$ cat config.mk
export PLATFORM = sky130hd
export DESIGN_NAME = beacon_parent_tracker_unit
export DESIGN_NICKNAME = d
export VERILOG_FILES = /design/src/rtl/core/bpt_pkg.sv /design/src/rtl/core/beacon_parent_tracker_unit.sv /design/src/rtl/core/bpt_capture.sv /design/src/rtl/core/bpt_tracker.sv /design/src/rtl/core/bpt_results.sv
export SDC_FILE = /design/constraint.sdc
export NUM_CORES = 1
export LEC_CHECK = 0
export BUFFER_PORTS_ARGS = -buffer_cell sky130_fd_sc_hd__buf_2
export CORE_MARGIN = 3
export CORE_UTILIZATION = 64
export DETAILED_ROUTE_END_ITERATION = 8
export PLACE_DENSITY = 0.83
export SETUP_SLACK_MARGIN = 0.15
export SYNTH_ARGS = -nofsm -noshare
export SYNTH_HDL_FRONTEND = slang
export SYNTH_SLANG_ARGS = --single-unit
$ cat constraint.sdc
create_clock -name clk -period 10.2 [get_ports clk]
set_input_delay 2.04 -clock clk [delete_from_list [all_inputs] [get_ports clk]]
set_output_delay 2.04 -clock clk [all_outputs]
set_load 0.05 [all_outputs]
$ cat src/rtl/core/bpt_pkg.sv
// ----------------------------------------------------------------------------
// bpt_pkg
// Types, constants and helpers shared by the beacon parent tracker modules.
// ----------------------------------------------------------------------------
package bpt_pkg;

	// list depth default
	localparam int MAX_CANDIDATES = 8;

	// beacon byte positions
	localparam logic [7:0] POS_PARENT = 8'd2;
	localparam logic [7:0] POS_ALT    = 8'd6;
	localparam logic [7:0] POS_LAYER  = 8'd8;
	localparam logic [7:0] POS_COUNT  = 8'd10;
	localparam logic [7:0] POS_CAND   = 8'd11;
	localparam logic [7:0] POS_MAX    = 8'd255;

	// configuration register indexes
	typedef enum logic [1:0] {
		REG_OWN_ID   = 2'd0,
		REG_HEADER   = 2'd1,
		REG_OFFSET   = 2'd2,
		REG_OVERHEAR = 2'd3
	} reg_idx_t;

	// input item
	typedef struct packed {
		logic [7:0] payload_byte;
		logic [7:0] sender_id;
		logic [7:0] routing_parent_id;
		logic       last_byte;
	} in_item_t;

	// result item
	typedef struct packed {
		logic       kind;
		logic [7:0] link_node;
		logic [7:0] link_peer;
		logic [7:0] parent_out;
		logic [7:0] grandparent_out;
		logic [7:0] alternate_out;
		logic [7:0] layer_out;
		logic       final_res;
	} out_item_t;

	// decoded beacon view handed from capture to tracker
	typedef struct packed {
		logic       fire;
		logic       finish;
		logic [7:0] sid;
		logic [7:0] mp;
		logic [7:0] pid;
		logic [7:0] aid;
		logic [7:0] layer;
	} beacon_t;

	// everything the result buffer loads on a last byte
	typedef struct packed {
		logic [3:0]       links;
		logic [3:0][7:0]  peers;
		logic [7:0]       node;
		logic [7:0]       parent;
		logic [7:0]       grandparent;
		logic [7:0]       alternate;
		logic [7:0]       layer;
	} res_load_t;

	// remove the field offset, modulo 256
	function automatic logic [7:0] decode_byte(input logic [7:0] b, input logic [7:0] off);
		decode_byte = b - off;
	endfunction

endpackage

$ cat src/rtl/core/beacon_parent_tracker_unit.sv
// ----------------------------------------------------------------------------
// beacon_parent_tracker_unit
// Tracks parent, grandparent, alternate parent and layer from neighbor
// beacons received one byte per item; emits link requests and a status.
// ----------------------------------------------------------------------------
// Throughput: one byte per cycle; a last byte is held while the previous last
// byte is in the input register or its one to five results drain, one per
// cycle while out_ready is high. A last byte's results pass the input register,
// then the result buffer, before they are offered.
// Reset: asynchronous, clears tracked state, byte position and buffer;
// configuration returns to own id 1, header 0, offset 0, overhearing on.
module beacon_parent_tracker_unit import bpt_pkg::*; #(
	parameter int MAX_CAND = MAX_CANDIDATES
) (
	input  logic        clk,
	input  logic        arst_n,
	input  logic        in_valid,
	output logic        in_ready,
	input  in_item_t    in_item,
	output logic        out_valid,
	input  logic        out_ready,
	output out_item_t   out_item,
	input  logic        psel,
	input  logic        penable,
	input  logic        pwrite,
	input  logic [3:0]  paddr,
	input  logic [31:0] pwdata,
	output logic [31:0] prdata,
	output logic        pready
);

	logic [7:0] own_id_q;
	logic [7:0] header_q;
	logic [7:0] offset_q;
	logic       ovh_q;
	logic       cfg_wr;
	reg_idx_t   reg_idx;

	logic                     in_take;
	logic                     s1_last;
	logic                     res_empty;
	beacon_t                  bcn;
	logic [MAX_CAND-1:0][7:0] cand_view;
	logic [MAX_CAND-1:0]      cand_mask;
	res_load_t                ld;

	// configuration registers
	assign pready  = 1'b1;
	assign cfg_wr  = psel && penable && pwrite;
	assign reg_idx = reg_idx_t'(paddr[3:2]);

	always_ff @(posedge clk or negedge arst_n) begin
		if (!arst_n) begin
			own_id_q <= 8'd1;
			header_q <= 8'd0;
			offset_q <= 8'd0;
			ovh_q    <= 1'b1;
		end else if (cfg_wr) begin
			case (reg_idx)
				REG_OWN_ID:   own_id_q <= pwdata[7:0];
				REG_HEADER:   header_q <= pwdata[7:0];
				REG_OFFSET:   offset_q <= pwdata[7:0];
				REG_OVERHEAR: ovh_q    <= pwdata[0];
				default:      ;
			endcase
		end
	end

	always_comb begin
		case (reg_idx)
			REG_OWN_ID:   prdata = 32'(own_id_q);
			REG_HEADER:   prdata = 32'(header_q);
			REG_OFFSET:   prdata = 32'(offset_q);
			REG_OVERHEAR: prdata = 32'(ovh_q);
			default:      prdata = '0;
		endcase
	end

	// a last byte needs an empty result buffer when it reaches the update
	assign in_ready = !in_item.last_byte || (res_empty && !s1_last);
	assign in_take  = in_valid && in_ready;

	bpt_capture #(
		.MAX_CAND (MAX_CAND)
	) u_capture (
		.clk          (clk),
		.arst_n       (arst_n),
		.in_take      (in_take),
		.in_item      (in_item),
		.header_byte  (header_q),
		.field_offset (offset_q),
		.bcn          (bcn),
		.cand_view    (cand_view),
		.cand_mask    (cand_mask),
		.s1_last      (s1_last)
	);

	bpt_tracker #(
		.MAX_CAND (MAX_CAND)
	) u_tracker (
		.clk          (clk),
		.arst_n       (arst_n),
		.bcn          (bcn),
		.cand_view    (cand_view),
		.cand_mask    (cand_mask),
		.own_node_id  (own_id_q),
		.field_offset (offset_q),
		.overhear_en  (ovh_q),
		.ld           (ld)
	);

	bpt_results u_results (
		.clk       (clk),
		.arst_n    (arst_n),
		.fire      (bcn.fire),
		.ld        (ld),
		.out_ready (out_ready),
		.out_valid (out_valid),
		.out_item  (out_item),
		.empty     (res_empty)
	);

	// a last byte in the input stage never meets pending results
	a_load_empty: assert property (@(posedge clk) disable iff (!arst_n)
		s1_last |-> res_empty)
		else $error("last byte reached update with results pending");

	// every last byte leaves results to deliver
	a_load_valid: assert property (@(posedge clk) disable iff (!arst_n)
		s1_last |=> out_valid)
		else $error("no result after last byte");

	// the status item is the only final item
	a_final_kind: assert property (@(posedge clk) disable iff (!arst_n)
		out_valid |-> (out_item.kind == out_item.final_res))
		else $error("final flag disagrees with result kind");

endmodule

$ cat src/rtl/core/bpt_capture.sv
// ----------------------------------------------------------------------------
// bpt_capture
// Input register, byte position counter and capture of beacon fields and
// raw candidate ids, with forwarding of the byte held in the input stage.
// ----------------------------------------------------------------------------
module bpt_capture import bpt_pkg::*; #(
	parameter int MAX_CAND = MAX_CANDIDATES
) (
	input  logic                     clk,
	input  logic                     arst_n,
	input  logic                     in_take,
	input  in_item_t                 in_item,
	input  logic [7:0]               header_byte,
	input  logic [7:0]               field_offset,
	output beacon_t                  bcn,
	output logic [MAX_CAND-1:0][7:0] cand_view,
	output logic [MAX_CAND-1:0]      cand_mask,
	output logic                     s1_last
);

	logic                     valid_s1;
	in_item_t                 item_s1;
	logic [7:0]               pos_q;
	logic                     header_ok_q;
	logic [7:0]               sid_q;
	logic [7:0]               mp_q;
	logic [7:0]               pid_q;
	logic [7:0]               aid_q;
	logic [7:0]               layer_q;
	logic [7:0]               count_q;
	logic [MAX_CAND-1:0][7:0] cand_q;

	logic [7:0] dec;
	logic [7:0] cand_off;
	logic       cand_wr;
	logic [7:0] count_eff;

	// input stage register
	always_ff @(posedge clk or negedge arst_n) begin
		if (!arst_n) begin
			valid_s1 <= 1'b0;
		end else begin
			valid_s1 <= in_take;
		end
	end

	always_ff @(posedge clk) begin
		if (in_take) begin
			item_s1 <= in_item;
		end
	end

	// byte decode and candidate slot
	always_comb begin
		dec       = decode_byte(item_s1.payload_byte, field_offset);
		cand_off  = pos_q - POS_CAND;
		cand_wr   = valid_s1 && (pos_q >= POS_CAND) && (cand_off < 8'(MAX_CAND));
		count_eff = (pos_q == POS_COUNT) ? dec : count_q;
	end

	// position counter, header check, sampled ids
	always_ff @(posedge clk or negedge arst_n) begin
		if (!arst_n) begin
			pos_q       <= '0;
			header_ok_q <= 1'b0;
			sid_q       <= '0;
			mp_q        <= '0;
		end else if (valid_s1) begin
			if (pos_q == '0) begin
				header_ok_q <= (item_s1.payload_byte == header_byte);
				sid_q       <= item_s1.sender_id;
				mp_q        <= item_s1.routing_parent_id;
			end
			if (item_s1.last_byte) begin
				pos_q <= '0;
			end else if (pos_q != POS_MAX) begin
				pos_q <= pos_q + 8'd1;
			end
		end
	end

	// decoded beacon fields
	always_ff @(posedge clk) begin
		if (valid_s1) begin
			if (pos_q == POS_PARENT) begin
				pid_q <= dec;
			end
			if (pos_q == POS_ALT) begin
				aid_q <= dec;
			end
			if (pos_q == POS_LAYER) begin
				layer_q <= dec;
			end
			if (pos_q == POS_COUNT) begin
				count_q <= dec;
			end
		end
	end

	// candidate slots, with the byte in the stage forwarded
	for (genvar k = 0; k < MAX_CAND; k++) begin : g_cand
		always_ff @(posedge clk) begin
			if (cand_wr && (cand_off == 8'(k))) begin
				cand_q[k] <= item_s1.payload_byte;
			end
		end

		assign cand_view[k] = (cand_wr && (cand_off == 8'(k))) ? item_s1.payload_byte
			: cand_q[k];
		// slot counts when below the decoded count and actually received
		assign cand_mask[k] = (8'(k) < count_eff) && (8'(k + 11) <= pos_q);
	end

	// beacon view for the tracker
	always_comb begin
		bcn.fire   = valid_s1 && item_s1.last_byte;
		bcn.finish = valid_s1 && item_s1.last_byte && header_ok_q && (pos_q >= POS_COUNT);
		bcn.sid    = sid_q;
		bcn.mp     = mp_q;
		bcn.pid    = pid_q;
		bcn.aid    = aid_q;
		bcn.layer  = layer_q;
	end

	assign s1_last = valid_s1 && item_s1.last_byte;

endmodule

$ cat src/rtl/core/bpt_tracker.sv
// ----------------------------------------------------------------------------
// bpt_tracker
// Parent, grandparent, alternate and layer registers and the end-of-beacon
// update, including overhearing link request selection.
// ----------------------------------------------------------------------------
module bpt_tracker import bpt_pkg::*; #(
	parameter int MAX_CAND = MAX_CANDIDATES
) (
	input  logic                     clk,
	input  logic                     arst_n,
	input  beacon_t                  bcn,
	input  logic [MAX_CAND-1:0][7:0] cand_view,
	input  logic [MAX_CAND-1:0]      cand_mask,
	input  logic [7:0]               own_node_id,
	input  logic [7:0]               field_offset,
	input  logic                     overhear_en,
	output res_load_t                ld
);

	logic [7:0] parent_q;
	logic [7:0] gp_q;
	logic [7:0] alt_q;
	logic [7:0] layer_q;

	logic                par_chg;
	logic [7:0]          gp1;
	logic [7:0]          alt1;
	logic [7:0]          gp2;
	logic [7:0]          alt2;
	logic [7:0]          nl;
	logic [7:0]          layer2;
	logic                c1;
	logic                c2;
	logic                sib;
	logic [MAX_CAND-1:0] gp_hit;
	logic [MAX_CAND-1:0] par_hit;
	logic [3:0]          links;

	// candidate compares against the updated grandparent and parent
	for (genvar k = 0; k < MAX_CAND; k++) begin : g_hit
		assign gp_hit[k]  = cand_mask[k]
			&& (decode_byte(cand_view[k], field_offset) == gp2);
		assign par_hit[k] = cand_mask[k]
			&& (decode_byte(cand_view[k], field_offset) == bcn.mp);
	end

	// parent change, grandparent and alternate
	always_comb begin
		par_chg = (parent_q != bcn.mp);
		gp1     = par_chg ? 8'd0 : gp_q;
		alt1    = (par_chg && (alt_q != 8'd0) && (alt_q == bcn.mp)) ? parent_q : alt_q;
		gp2     = ((bcn.sid == bcn.mp) && (bcn.pid != 8'd0)) ? bcn.pid : gp1;
		alt2    = alt1;
		if ((bcn.mp != bcn.sid)
			&& (((gp2 != 8'd0) && (bcn.pid != 8'd0) && (gp2 == bcn.pid)) || (|gp_hit))) begin
			alt2 = bcn.sid;
		end
	end

	// layer and link requests
	always_comb begin
		c1     = (bcn.pid != 8'd0) && (own_node_id == bcn.pid);
		c2     = (bcn.aid != 8'd0) && (own_node_id == bcn.aid);
		nl     = (bcn.layer == 8'd255) ? 8'd255 : bcn.layer + 8'd1;
		layer2 = layer_q;
		if ((c1 || c2) && (bcn.layer != 8'd0) && ((layer_q == 8'd0) || (layer_q > nl))) begin
			layer2 = nl;
		end
		sib      = (bcn.pid != 8'd0) && ((bcn.pid == bcn.mp) || (|par_hit));
		links[0] = c1 && overhear_en && (bcn.aid != 8'd0);
		links[1] = c2 && overhear_en;
		links[2] = sib && overhear_en;
		links[3] = sib && overhear_en && (bcn.aid != 8'd0);
	end

	// load for the result buffer
	always_comb begin
		ld.links    = bcn.finish ? links : 4'd0;
		ld.peers[0] = bcn.aid;
		ld.peers[1] = bcn.pid;
		ld.peers[2] = bcn.pid;
		ld.peers[3] = bcn.aid;
		ld.node     = bcn.sid;
		if (bcn.finish) begin
			ld.parent      = bcn.mp;
			ld.grandparent = gp2;
			ld.alternate   = alt2;
			ld.layer       = layer2;
		end else begin
			ld.parent      = parent_q;
			ld.grandparent = gp_q;
			ld.alternate   = alt_q;
			ld.layer       = layer_q;
		end
	end

	// tracked state
	always_ff @(posedge clk or negedge arst_n) begin
		if (!arst_n) begin
			parent_q <= '0;
			gp_q     <= '0;
			alt_q    <= '0;
			layer_q  <= '0;
		end else if (bcn.finish) begin
			parent_q <= bcn.mp;
			gp_q     <= gp2;
			alt_q    <= alt2;
			layer_q  <= layer2;
		end
	end

endmodule

$ cat src/rtl/core/bpt_results.sv
// ----------------------------------------------------------------------------
// bpt_results
// Result buffer for one beacon: up to four link requests and the status,
// delivered lowest slot first, one item per cycle while out_ready is high.
// ----------------------------------------------------------------------------
module bpt_results import bpt_pkg::*; (
	input  logic      clk,
	input  logic      arst_n,
	input  logic      fire,
	input  res_load_t ld,
	input  logic      out_ready,
	output logic      out_valid,
	output out_item_t out_item,
	output logic      empty
);

	logic [4:0] pend_q;
	res_load_t  data_q;
	logic [4:0] sel;
	logic [7:0] peer;

	// pending slots
	always_ff @(posedge clk or negedge arst_n) begin
		if (!arst_n) begin
			pend_q <= '0;
		end else if (fire) begin
			pend_q <= {1'b1, ld.links};
		end else if (out_valid && out_ready) begin
			pend_q <= pend_q & (pend_q - 5'd1);
		end
	end

	always_ff @(posedge clk) begin
		if (fire) begin
			data_q <= ld;
		end
	end

	// lowest pending slot
	always_comb begin
		sel  = pend_q & (~pend_q + 5'd1);
		peer = '0;
		for (int k = 0; k < 4; k++) begin
			if (sel[k]) begin
				peer = data_q.peers[k];
			end
		end
	end

	// result item
	always_comb begin
		out_item.kind            = sel[4];
		out_item.link_node       = sel[4] ? 8'd0 : data_q.node;
		out_item.link_peer       = sel[4] ? 8'd0 : peer;
		out_item.parent_out      = sel[4] ? data_q.parent : 8'd0;
		out_item.grandparent_out = sel[4] ? data_q.grandparent : 8'd0;
		out_item.alternate_out   = sel[4] ? data_q.alternate : 8'd0;
		out_item.layer_out       = sel[4] ? data_q.layer : 8'd0;
		out_item.final_res       = sel[4];
	end

	assign out_valid = |pend_q;
	assign empty     = (pend_q == 5'd0);

endmodule
Word-level counts from Yosys, hierarchy flattened --
Cells that the tools add are included.
Operators by class: $add $sub $neg 14, order comparisons 20, eq/ne operators 41, muxes and demuxes 32, bitwise gates (word level) 3, reductions and logical operators 89
Operators by type and width (number):
- 2-to-1 mux 8 bit | 27
- equality test 8 bit | 23
- one-hot mux 32 bit (4 select lines) | 1
- subtractor 8 bit | 9
- logical AND 1 bit | 58
- equality test 8 x 3 -> 1 bit (second input constant) | 5
- <= comparator 4 x 8 -> 1 bit (first input constant) | 5
- nonzero test 8 bit | 5
- less-than comparator 3 x 8 -> 1 bit (first input constant) | 4
- 2-to-1 mux 32 bit | 1
- equality test 8 x 2 -> 1 bit (second input constant) | 3
- <= comparator 5 x 8 -> 1 bit (first input constant) | 3
- logical NOT 8 bit | 3
- AND reduction 2 bit | 9
- adder 8 x 1 -> 8 bit (second input constant) | 2
- equality test 8 x 4 -> 1 bit (second input constant) | 2
- >= comparator 8 x 4 -> 1 bit (second input constant) | 2
- less-than comparator 1 x 8 -> 1 bit (first input constant) | 2
- less-than comparator 2 x 8 -> 1 bit (first input constant) | 2
- inequality test 8 bit | 2
- OR reduction 8 bit | 2
- bitwise AND 5 bit | 2
- 2-to-1 mux 5 bit | 2
- equality test 8 x 1 -> 1 bit (second input constant) | 1
- 17 further kinds | 24
Word-level totals: flip-flop bits (word level) 265, output and inout port bits 85, logic and storage cells 236

Depth between registers and ports, before layout --
Gate-level depths: netlist (run 1).
depth after elaboration 15, gate-level depth with buffers 23, mapped depth without buffers 21

By module --
From an unflattened synthesis (run 1), not the netlist that was laid out.
Second synthesis, totals: cell total of the unflattened synthesis 1584, area total of the unflattened synthesis 17404.2 um^2
By module, submodules not included:
- bpt_tracker | times used 1, cells each 870, area an instance 7213.2 um^2, seq. area each 800.8 um^2
- bpt_capture | times used 1, cells each 418, area an instance 5875.6 um^2, seq. area each 3643.5 um^2
- bpt_results | times used 1, cells each 184, area an instance 2929.1 um^2, seq. area each 2287.2 um^2
- beacon_parent_tracker_unit | times used 1, cells each 112, area an instance 1386.3 um^2, seq. area each 628.1 um^2

Least setup slack after synthesis (run 1) --
Ideal clock, no wire load.
path kind in2out, start point input port paddr[2], end point output port prdata[1], arrival time 3656 ps, required time 8160 ps, slack 4504 ps, cell stages on the path 3, buffers on the path 1, cell sequence buf_1 -> mux2i_1 -> o21ai_0
On the way: cells in the longest elaborated chain, start to end 2, elaborated cells on any way between the ends 5
RTL lines:
- start, declared | RTL line beacon_parent_tracker_unit.sv:26 | input logic [3:0] paddr,
- equality test 2 bit, or another cell as far along | RTL line beacon_parent_tracker_unit.sv:70 | case (reg_idx)
- one-hot mux 32 bit (4 select lines) * | RTL line beacon_parent_tracker_unit.sv:70
- end, declared | RTL line beacon_parent_tracker_unit.sv:28 | output logic [31:0] prdata,
Every way passes the cells marked *; elsewhere a longest branch is shown, timed or not. The select of a mux whose other input is x is not followed.

==> results of run 1 <==
power breakdown:
part / leakage (nW) / internal, mW / switching, mW / total [mW]
combinational: 4.40 / 0.500 / 0.710 / 1.21
clock: 0.464 / 0.610 / 0.415 / 1.02
sequential: 2.72 / 1.22 / 0.202 / 1.42
total: 7.58 / 2.33 / 1.33 / 3.66
area by class of cell:
cell class,instances,share of cell area
multi-input combinational,1137,0.486
sequential,265,0.390
clock buffer,43,0.0469
timing repair buffer,115,0.0348
tap,324,0.0230
inverter,57,0.0121
clock inverter,9,0.00646
cells in the final DEF, fill, tap and decap left out, types with 6 or more instances in the layout:
master / instances
o211ai_1: 7
nor3_1: 21
conb_1: 25
nor4b_1: 6
buf_2: 100
ha_1: 86
buf_4: 15
clkbuf_1: 8
nor2b_1: 27
o21bai_1: 6
a211o_1: 8
o22ai_1: 7
a21o_1: 16
nor2_1: 57
a22o_1: 13
nand4_1: 19
mux2i_1: 17
o21a_1: 10
and2_1: 6
nand3_1: 32
or3_1: 8
nand2_1: 130
and3_1: 47
dfrtp_1: 86
dfxtp_1: 64
a31oi_1: 6
a21oi_1: 56
o21ai_0: 69
nand2b_1: 14
clkbuf_8: 7
edfxtp_1: 113
nor4_1: 28
xor2_1: 101
mux2_2: 86
inv_1: 56
fa_1: 9
clkbuf_16: 28
xnor2_1: 120
cell families (layout without fill, tap and decap cells):
family / Yosys count / count (layout) / synth area share
AOI/OAI and AO/OA: 265 / 265 / 0.114
buffers and inverters: 149 / 224 / 0.0456
adders and majority gates: 95 / 95 / 0.0781
and+or+nand+nor: 426 / 426 / 0.140
DFF: 265 / 265 / 0.428
other: 2 / 25 / 0.000467
xor gates and xnor gates: 222 / 222 / 0.121
muxes: 104 / 104 / 0.0722
through the flow:
step / setup WS (ns) / cell area (um2) / hold WS [ns] / power (mW)
after floorplan: 4.50 / 16200 / 0.424 / 2.33
after CTS: 3.98 / 17600 / 0.475 / 3.64
final: 3.83 / 17600 / 0.474 / 3.66
after global placement: 4.31 / 16700 / 0.449 / 2.57
after global routing: 3.48 / 17600 / 0.485 / 3.82
after detailed placement: 4.19 / 16700 / 0.460 / 2.62
sequential cells by signal, summed over array words and instances (netlist names):
name	flops
u_capture.layer_q	8
u_capture.pos_q	8
offset_q	8
u_results.data_q	56
u_capture.mp_q	8
u_capture.cand_q	64
u_results.pend_q	5
u_capture.count_q	8
header_q	8
u_tracker.gp_q	8
u_tracker.parent_q	8
own_id_q	8
u_capture.pid_q	8
u_capture.item_s1	25
u_tracker.alt_q	8
u_capture.aid_q	8
u_tracker.layer_q	8
u_capture.valid_s1	1
u_capture.header_ok_q	1
u_capture.sid_q	8
ovh_q	1
worst paths after layout:
path,start,to,slack [ns],cells after the start
worst min-delay path,u_capture.cand_q[2],u_capture.cand_q[2],0.47,1
max in group asynchronous,arst_n,u_capture.mp_q[7],7.66,2
worst max register to register,u_capture.pos_q[1],u_results.data_q[8],3.83,21
worst min register to register,u_capture.cand_q[2],u_capture.cand_q[2],0.47,1
min in group asynchronous,arst_n,header_q[3],1.33,1
worst max-delay path,u_capture.pos_q[1],u_results.data_q[8],3.83,21
layer usage:
layer	vias to the layer above	wire, um
met4	0	1810
met2	612	18900
met1	5875	16500
met5	-	0
met3	137	3290
li1	5559	-
==> results.json, run 1 <==
{
  "use_met3": 0.0386,
  "root_buffer": "clkbuf_16",
  "crit_chain": "ha_1, and3_1, nand2b_1, and2_2, nor2_2, mux2i_1, ha_1, inv_1, fa_1, a21o_1, a21oi_1, o21bai_1, a21oi_1, xnor2_1, xnor2_1, or4_1, nor4_1, a311o_1, o41a_4, a21oi_1, a211o_1",
  "path_max_fanout": 16,
  "setup-tns-final_ns": 0,
  "use_met1": 0.405,
  "regArea_um2": 6880,
  "timing.fmax_mhz": 157,
  "crit_top_cell": "a21oi_1",
  "worstMarginPinSlew_ns": 1.21,
  "ys_seq_elements": 265,
  "rsz0062_at_grt": "false",
  "clk_latency_ns": 0.55,
  "via_per_inst": 6.25,
  "dr.pass1.iters": 7,
  "routed-via-count": 12200,
  "wl_per_cell_um": 20.8,
  "post_cts.repair.setup_buffers": 0,
  "core.rowCount": 57,
  "avgSynthCellArea_um2": 10.5,
  "area_growth_pct": 9.53,
  "clockBufferDepth": 3,
  "cts_sinks": 265,
  "route.detailed.drc": 0,
  "synth_area_um2": 16100,
  "grt_pass1_wl_mm": 63.4,
  "cp.arrival_ns": 6.65,
  "dieArea_um2": 27100,
  "fillCellCount": 1732,
  "endpoint_kind": "register",
  "finalHoldViolations": 0,
  "min_path_type": "register to register",
  "relSlewSlack": 0.187,
  "crit_required_ns": 10.48,
  "ant_nets": 0,
  "cts-buffers-inserted": 28,
  "fin_crit_ns": 6.37,
  "antenna_found_initial": 0,
  "setup_viol": 0,
  "grt_overflow_total": 0,
  "seq_area_frac_synth": 0.428,
  "drt-total-wl_mm": 40.5,
  "yosysWarningCount": 0,
  "fp.dieW_um": 165,
  "grt_max_degree": 76,
  "diodes": 0,
  "startpoint_type": "register",
  "async_flop_share": 0.332,
  "grtUsageMet2": 0.488,
  "die_height_um": 165,
  "start_util": 0.656,
  "outcome": "finished, final reports clean",
  "syn_inst": 1528,
  "cts.clk_slew.worst_paths_ns": 0.06,
  "critical-path-top-delay-family": "simple AND/OR/NAND/NOR gates",
  "cts_tree": "yes",
  "synth_top_area_frac": 0.211,
  "top_usage_layer": "met2",
  "ios": 153,
  "synthTopCellsByArea": "edfxtp_1, dfrtp_1, dfxtp_1",
  "slowest_delay_ns": 0.63,
  "peakVddDrop_mv": 0.146,
  "drive_above_1_share": 0.173,
  "fin_skew_ns": 0.0141,
  "place_inst": 1898,
  "layout.nets": 1767,
  "synth_edf_count": 113,
  "ctsResizeCount": 0,
  "synth_ff_type": "edfxtp_1",
  "htreeDepth": 1,
  "synth_most_common_cell": "nand2_1",
  "slowest_stage": "dfrtp_1",
  "grt_usage": 0.298,
  "finalCritPeriodShare": 0.625,
  "synthTopCellsByCount": "nand2_1, xnor2_1, edfxtp_1",
  "synth_cell_type_count": 92,
  "drtIter0Drc": 1062,
  "gp_congestion": 0.964,
  "numPortBuffers": 101,
  "core_um2": 24500,
  "multi_input_area_um2": 8570,
  "cp.buffers_inverters": 1,
  "yosysTopAreaCell": "edfxtp_1",
  "leakage_nw": 7.58,
  "dp_hpwl_mm": 27.9,
  "grt_pass1_vias": 11900,
  "fin_cells": 1950,
  "slew_viol_final": 0,
  "fin_util": 0.718,
  "max_cap_violations": 0,
  "power_density_nw_per_um2": 207,
  "ctsHoldBuffers": 0,
  "path_class": "register to register"
}
Note: power is estimated with default switching activity, not from simulation.
==> run 2, diff against run 1 <==
- CORE_UTILIZATION: 64 -> 60
- PLACE_DENSITY: 0.83 -> 0.79
- clock period: 10.2 -> 6 ns (I/O delays scaled with it)
==> run 2 against run 1 <==
Sequential share of layout area is 0.67 points lower. Clock power is 92% higher. Routed wire length is 1.4% higher. Power is 78% higher. Core utilization is 3.4 points lower. Critical path depth is 2 lower. Die area is 6.4% higher. Critical path type unchanged. Largest power group unchanged.
==> results.json, run 2 (synthesized netlist as in run 1, its figures left out) <==
{
  "core_um2": 26200,
  "core.rowCount": 59,
  "ff2ff_path_depth": 19,
  "clk_latency_ns": 0.57,
  "setup-tns-final_ns": 0,
  "finalHoldViolations": 0,
  "wl_per_cell_um": 20.7,
  "relSlewSlack": 0.0906,
  "ctsHoldBuffers": 0,
  "final_common_cell": "nand2_1",
  "path_class": "register to register",
  "area_growth_pct": 11.4,
  "antenna_found_initial": 0,
  "final_area_um2": 17900,
  "cts-buffers-inserted": 28,
  "numPortBuffers": 101,
  "placed_area_um2": 16900,
  "dr.pass1.iters": 6,
  "route.detailed.drc": 0,
  "leakage_nw": 7.75,
  "path_max_fanout": 16,
  "ios": 153,
  "endpoint_kind": "register",
  "clockBufferDepth": 3,
  "drive_above_1_share": 0.187,
  "dp_hpwl_mm": 28.5,
  "start_util": 0.614,
  "grt_usage": 0.281,
  "grt_overflow_total": 0,
  "dieArea_um2": 28800,
  "fin_skew_ns": 0.0188,
  "htreeDepth": 1,
  "min_path_type": "register to register",
  "max_cap_violations": 0,
  "cts_sinks": 265,
  "crit_required_ns": 6.31,
  "setup_viol": 0,
  "fp.dieW_um": 170,
  "outcome": "finished, final reports clean",
  "ant_nets": 0,
  "rsz0062_at_grt": "false",
  "fin_crit_ns": 5.48,
  "peakVddDrop_mv": 0.223,
  "largest_register_ffs": 64,
  "cts.clk_slew.worst_paths_ns": 0.07,
  "reg_top3": "u_capture.cand_q (64), u_results.data_q (56), u_capture.item_s1 (25)",
  "finalCritPeriodShare": 0.913,
  "grt_pass1_vias": 11800,
  "via_per_inst": 6.06,
  "pre_cts_slack_ns": 0.569,
  "cp.arrival_ns": 5.79,
  "worstMarginPinSlew_ns": 1.35,
  "setup_slack_ns": 0.520,
  "gp_congestion": 0.961,
  "drt-total-wl_mm": 41.1,
  "routed-via-count": 12000,
  "timing.fmax_mhz": 182,
  "layout.nets": 1790,
  "regMostFlops": "u_capture.cand_q",
  "fin_cells": 1984,
  "cts_tree": "yes",
  "power_density_nw_per_um2": 362,
  "die_height_um": 170,
  "most-common-layout-cells": "nand2_1, xnor2_1, edfxtp_1, xor2_1, buf_2",
  "fin_hold_ws_ns": 0.469,
  "startpoint_type": "register",
  "drtIter0Drc": 1133,
  "place_inst": 1932,
  "min_path_cells": 1,
  "grt_pass1_wl_mm": 63.9,
  "grt_max_degree": 68,
  "diodes": 0,
  "root_buffer": "clkbuf_16",
  "slew_viol_final": 0
}
run 2: final cells by class:
type | instances | area [um2]
Tap cell | 335 | 419
Sequential cell | 265 | 6880
Inverter | 57 | 214
Clock buffer | 33 | 751
Multi-Input combinational cell | 1137 | 8570
Clock inverter | 19 | 305
Fill cell | 1891 | 8280
Timing Repair Buffer | 138 | 786
run 2: stage by stage:
step | total power [mW] | util
finish | 6.50 | 0.684
global route | 6.77 | 0.684
CTS | 6.49 | 0.684
detailed placement | 4.52 | 0.644
global placement | 4.44 | 0.644
floorplan | 3.97 | -
run 2: routing by layer:
| metal | global-route usage | vias to the layer above | share of wire |
|---|---|---|---|
| li1 | - | 5603 | - |
| met1 | 0.370 | 5778 | 0.41 |
| met2 | 0.470 | 523 | 0.47 |
| met3 | 0.0550 | 120 | 0.080 |
| met4 | 0.0935 | 0 | 0.032 |
| met5 | 0 | - | 0 |
run 2: power breakdown:
part / switching, mW / total, mW / internal, mW
Clock: 0.752 / 1.96 / 1.20
Sequential: 0.231 / 2.31 / 2.08
Combinational: 1.35 / 2.23 / 0.885
run 2: repair_timing:
item	in CTS	in global routing
gates resized for setup	0	2
endpoints found under the setup margin	0	8
setup buffers	0	0
run 2: worst paths after layout:
check	from	end	slack, ns
setup / recovery	u_capture.pos_q[3]	u_results.data_q[10]	0.52
hold / removal	u_capture.item_s1[8]	u_capture.mp_q[7]	0.47
setup reg to reg	u_capture.pos_q[3]	u_results.data_q[10]	0.52
hold reg to reg	u_capture.item_s1[8]	u_capture.mp_q[7]	0.47
max in group asynchronous	arst_n	own_id_q[1]	4.26
min in group asynchronous	arst_n	u_tracker.alt_q[3]	0.52
run 2: critical path, stage by stage (launching register included):
cell and delay (ns):
dfrtp_1 0.59, nand2_1 0.21, o32ai_1 0.51, nand3_1 0.22
buf_4 0.22, a21oi_1 0.24, ha_1 0.19, inv_1 0.05
fa_1 0.39, a211oi_1 0.21, nor2_1 0.10, a21o_1 0.19
a21oi_1 0.17, xnor2_1 0.20, xor2_1 0.19, nand4_1 0.11
o41ai_1 0.68, o41a_4 0.40, a21oi_1 0.06, a211o_1 0.25
==> run 3, diff against run 2 <==
- CORE_UTILIZATION: 60 -> 61
- SYNTH_HIERARCHICAL: not set -> 1
==> run 3 against run 2 <==
Worst setup slack got worse by 0.075 ns. Core utilization down 0.98 points. Sequential cell count up 16. Largest cell class unchanged. Routed wire length grew 5.3%. Critical path depth grew 2. Cell count up 2.7%. Count of clock-buffer cells in the layout grew 12. Register-to-register slack worse by 0.07 ns. Hold slack improved by 0.0018 ns. Synthesized cell count increased by 3.7%. Critical path type unchanged.
==> results.json, run 3 <==
{
  "worstReg2RegStart": "u_capture/pos_q[0]",
  "cp.depth": 21,
  "core_um2": 27900,
  "async_flop_share": 0.313,
  "drtIter0Drc": 1326,
  "max_cap_violations": 0,
  "grt_overflow_total": 0,
  "outcome": "finished, final reports clean",
  "diodes": 0,
  "fp.dieW_um": 175,
  "synth_edf_count": 129,
  "r2r_slack_ns": 0.45,
  "grt_usage": 0.277,
  "relSlewSlack": 0.111,
  "regMostFlops": "u_results/data_q",
  "core.rowCount": 61,
  "die_height_um": 175,
  "synth_area_um2": 17400,
  "startpoint_type": "register",
  "fin_crit_ns": 5.55,
  "drt-total-wl_mm": 43.2,
  "largest_register_ffs": 72,
  "synth_most_common_cell": "xnor2_1",
  "yosysWarningCount": 6,
  "cts_sinks": 281,
  "timing.fmax_mhz": 180,
  "reg_top3": "u_results/data_q (72), u_capture/cand_q (64), u_capture/item_s1 (25)",
  "finalCritPeriodShare": 0.926,
  "final_common_cell": "xnor2_1",
  "seq_area_frac_synth": 0.423,
  "routed-via-count": 12500,
  "clk_latency_ns": 0.57,
  "root_buffer": "clkbuf_16",
  "hp-start": "u_capture/cand_q[32]",
  "antenna_found_initial": 0,
  "leakage_nw": 7.88,
  "ant_nets": 0,
  "synth_ff_type": "edfxtp_1",
  "path_class": "register to register",
  "synth_cell_type_count": 100,
  "min_path_type": "register to register",
  "ctsHoldBuffers": 0,
  "setup_viol": 0,
  "endpoint_kind": "register",
  "timing.rr.end": "u_results/data_q[14]",
  "p_clk_frac": 0.273,
  "synthTopCellsByArea": "edfxtp_1, dfrtp_1, dfxtp_1",
  "ys_seq_elements": 281,
  "cts.clk_slew.worst_paths_ns": 0.06,
  "dieArea_um2": 30600,
  "route.detailed.drc": 0,
  "pre_cts_slack_ns": 0.422,
  "crit_chain": "ha_1, o21ai_1, xnor2_1, nand4_1, nor3_2, nand2_2, mux2_2, inv_1, ha_1, fa_1, a22o_1, a311oi_1, nand3_1, nand3_1, o2111a_1, o221ai_1, nor4_1, or3b_1, nand4_2, o211ai_1, o221a_2",
  "power_frac_comb": 0.345,
  "numPortBuffers": 101,
  "grt_pass1_vias": 12200,
  "wl_per_cell_um": 21.2,
  "critical-path-top-delay-family": "simple AND/OR/NAND/NOR gates",
  "regArea_um2": 7360,
  "htreeDepth": 1,
  "slew_viol_final": 0,
  "finalHoldViolations": 0,
  "via_per_inst": 6.12,
  "whs_endpoint": "u_capture/cand_q[32]",
  "drive_above_1_share": 0.211,
  "slowest_stage": "fa_1",
  "p_sw_mw": 2.36,
  "cp.buffers_inverters": 1,
  "cts_tree": "yes",
  "gp_congestion": 0.960,
  "min_path_cells": 1,
  "layout.nets": 1799,
  "rsz0062_at_grt": "false",
  "avgSynthCellArea_um2": 11.0,
  "cp.arrival_ns": 5.88,
  "power_density_nw_per_um2": 344,
  "fillCellCount": 2097,
  "fin_skew_ns": 0.0159,
  "start_util": 0.623,
  "grt_max_degree": 65,
  "crit_required_ns": 6.32,
  "setup-tns-final_ns": 0,
  "slowest_delay_ns": 0.52,
  "dr.pass1.iters": 9,
  "setup_slack_ns": 0.446,
  "area_growth_pct": 8.23,
  "worstMarginPinSlew_ns": 1.32,
  "syn_inst": 1584,
  "clockBufferDepth": 3,
  "most-common-layout-cells": "xnor2_1, edfxtp_1, mux2_2, buf_2, xor2_1",
  "cts-buffers-inserted": 30,
  "fin_util": 0.674,
  "grt_pass1_wl_mm": 67.0,
  "seqPwrFrac": 0.382,
  "yosysTopAreaCell": "edfxtp_1",
  "ios": 153,
  "path_max_fanout": 7,
  "p_sw_frac": 0.365,
  "ff2ff_path_depth": 21,
  "synthTopCellsByCount": "xnor2_1, edfxtp_1, mux2_2",
  "intPower_mw": 4.12,
  "multi_input_area_um2": 9090,
  "dp_hpwl_mm": 30.6,
  "peakVddDrop_mv": 0.341,
  "synth_top_area_frac": 0.223
}
[run 3: repair_timing]
item                                   in CTS  in global routing
setup endpoints to repair                   0                 17
endpoints found under the hold margin       0                  0
setup buffers                               0                  2
gates resized for setup                     0                  5
[run 3: metal layers]
layer	share of wire	wire, um	GRT usage
met5	0	0	0
met4	0.040	1710	0.0987
met3	0.069	2970	0.0339
met2	0.47	20500	0.460
met1	0.42	18100	0.376
[run 3: area by class of cell]
class                           count  area share
Sequential cell                   281       0.391
Tap cell                          378      0.0251
Multi-Input combinational cell   1129       0.482
Timing Repair Buffer              132      0.0393
Clock buffer                       45      0.0444
Clock inverter                     11     0.00565
Inverter                           62      0.0124
[run 3: worst max-delay path by stage]
stage / startpoint / end
2_1_floorplan: u_capture/pos_q[0] / u_results/data_q[14]
3_3_place_gp: u_capture/pos_q[0] / u_results/data_q[11]
3_5_place_dp: u_capture/pos_q[0] / u_results/data_q[14]
4_1_cts: u_capture/pos_q[0] / u_results/data_q[14]
5_1_grt: u_capture/pos_q[0] / u_results/data_q[13]
6_report: u_capture/pos_q[0] / u_results/data_q[14]
[run 3: power by group through the flow]
stage / registers, mW / logic [mW] / clock network (mW)
floorplan: 2.34 / 1.85 / 0
global placement: 2.50 / 2.11 / 0
detailed placement: 2.51 / 2.17 / 0
CTS: 2.47 / 2.19 / 1.80
global route: 2.50 / 2.39 / 1.87
finish: 2.48 / 2.23 / 1.77
[run 3: stage by stage]
stage                     hold WS, ns  power (mW)  std cells  area, um2
after floorplan                 0.439        4.19       1607      17500
after global placement          0.449        4.61       1980      17900
after detailed placement        0.458        4.68       1980      17900
after CTS                       0.474        6.46       2036      18800
after global routing            0.484        6.75       2038      18800
final                           0.471        6.48       2038      18800
[run 3: cells by family after synthesis]
kind of cell    after synthesis  synth area share
fa+ha+maj                    95            0.0722
buf+inv                     197            0.0618
mux                         138            0.0913
compound gates              248             0.103
flops                       281             0.423
other cells                   2          0.000432
xor+xnor                    225             0.117
simple gates                398             0.131
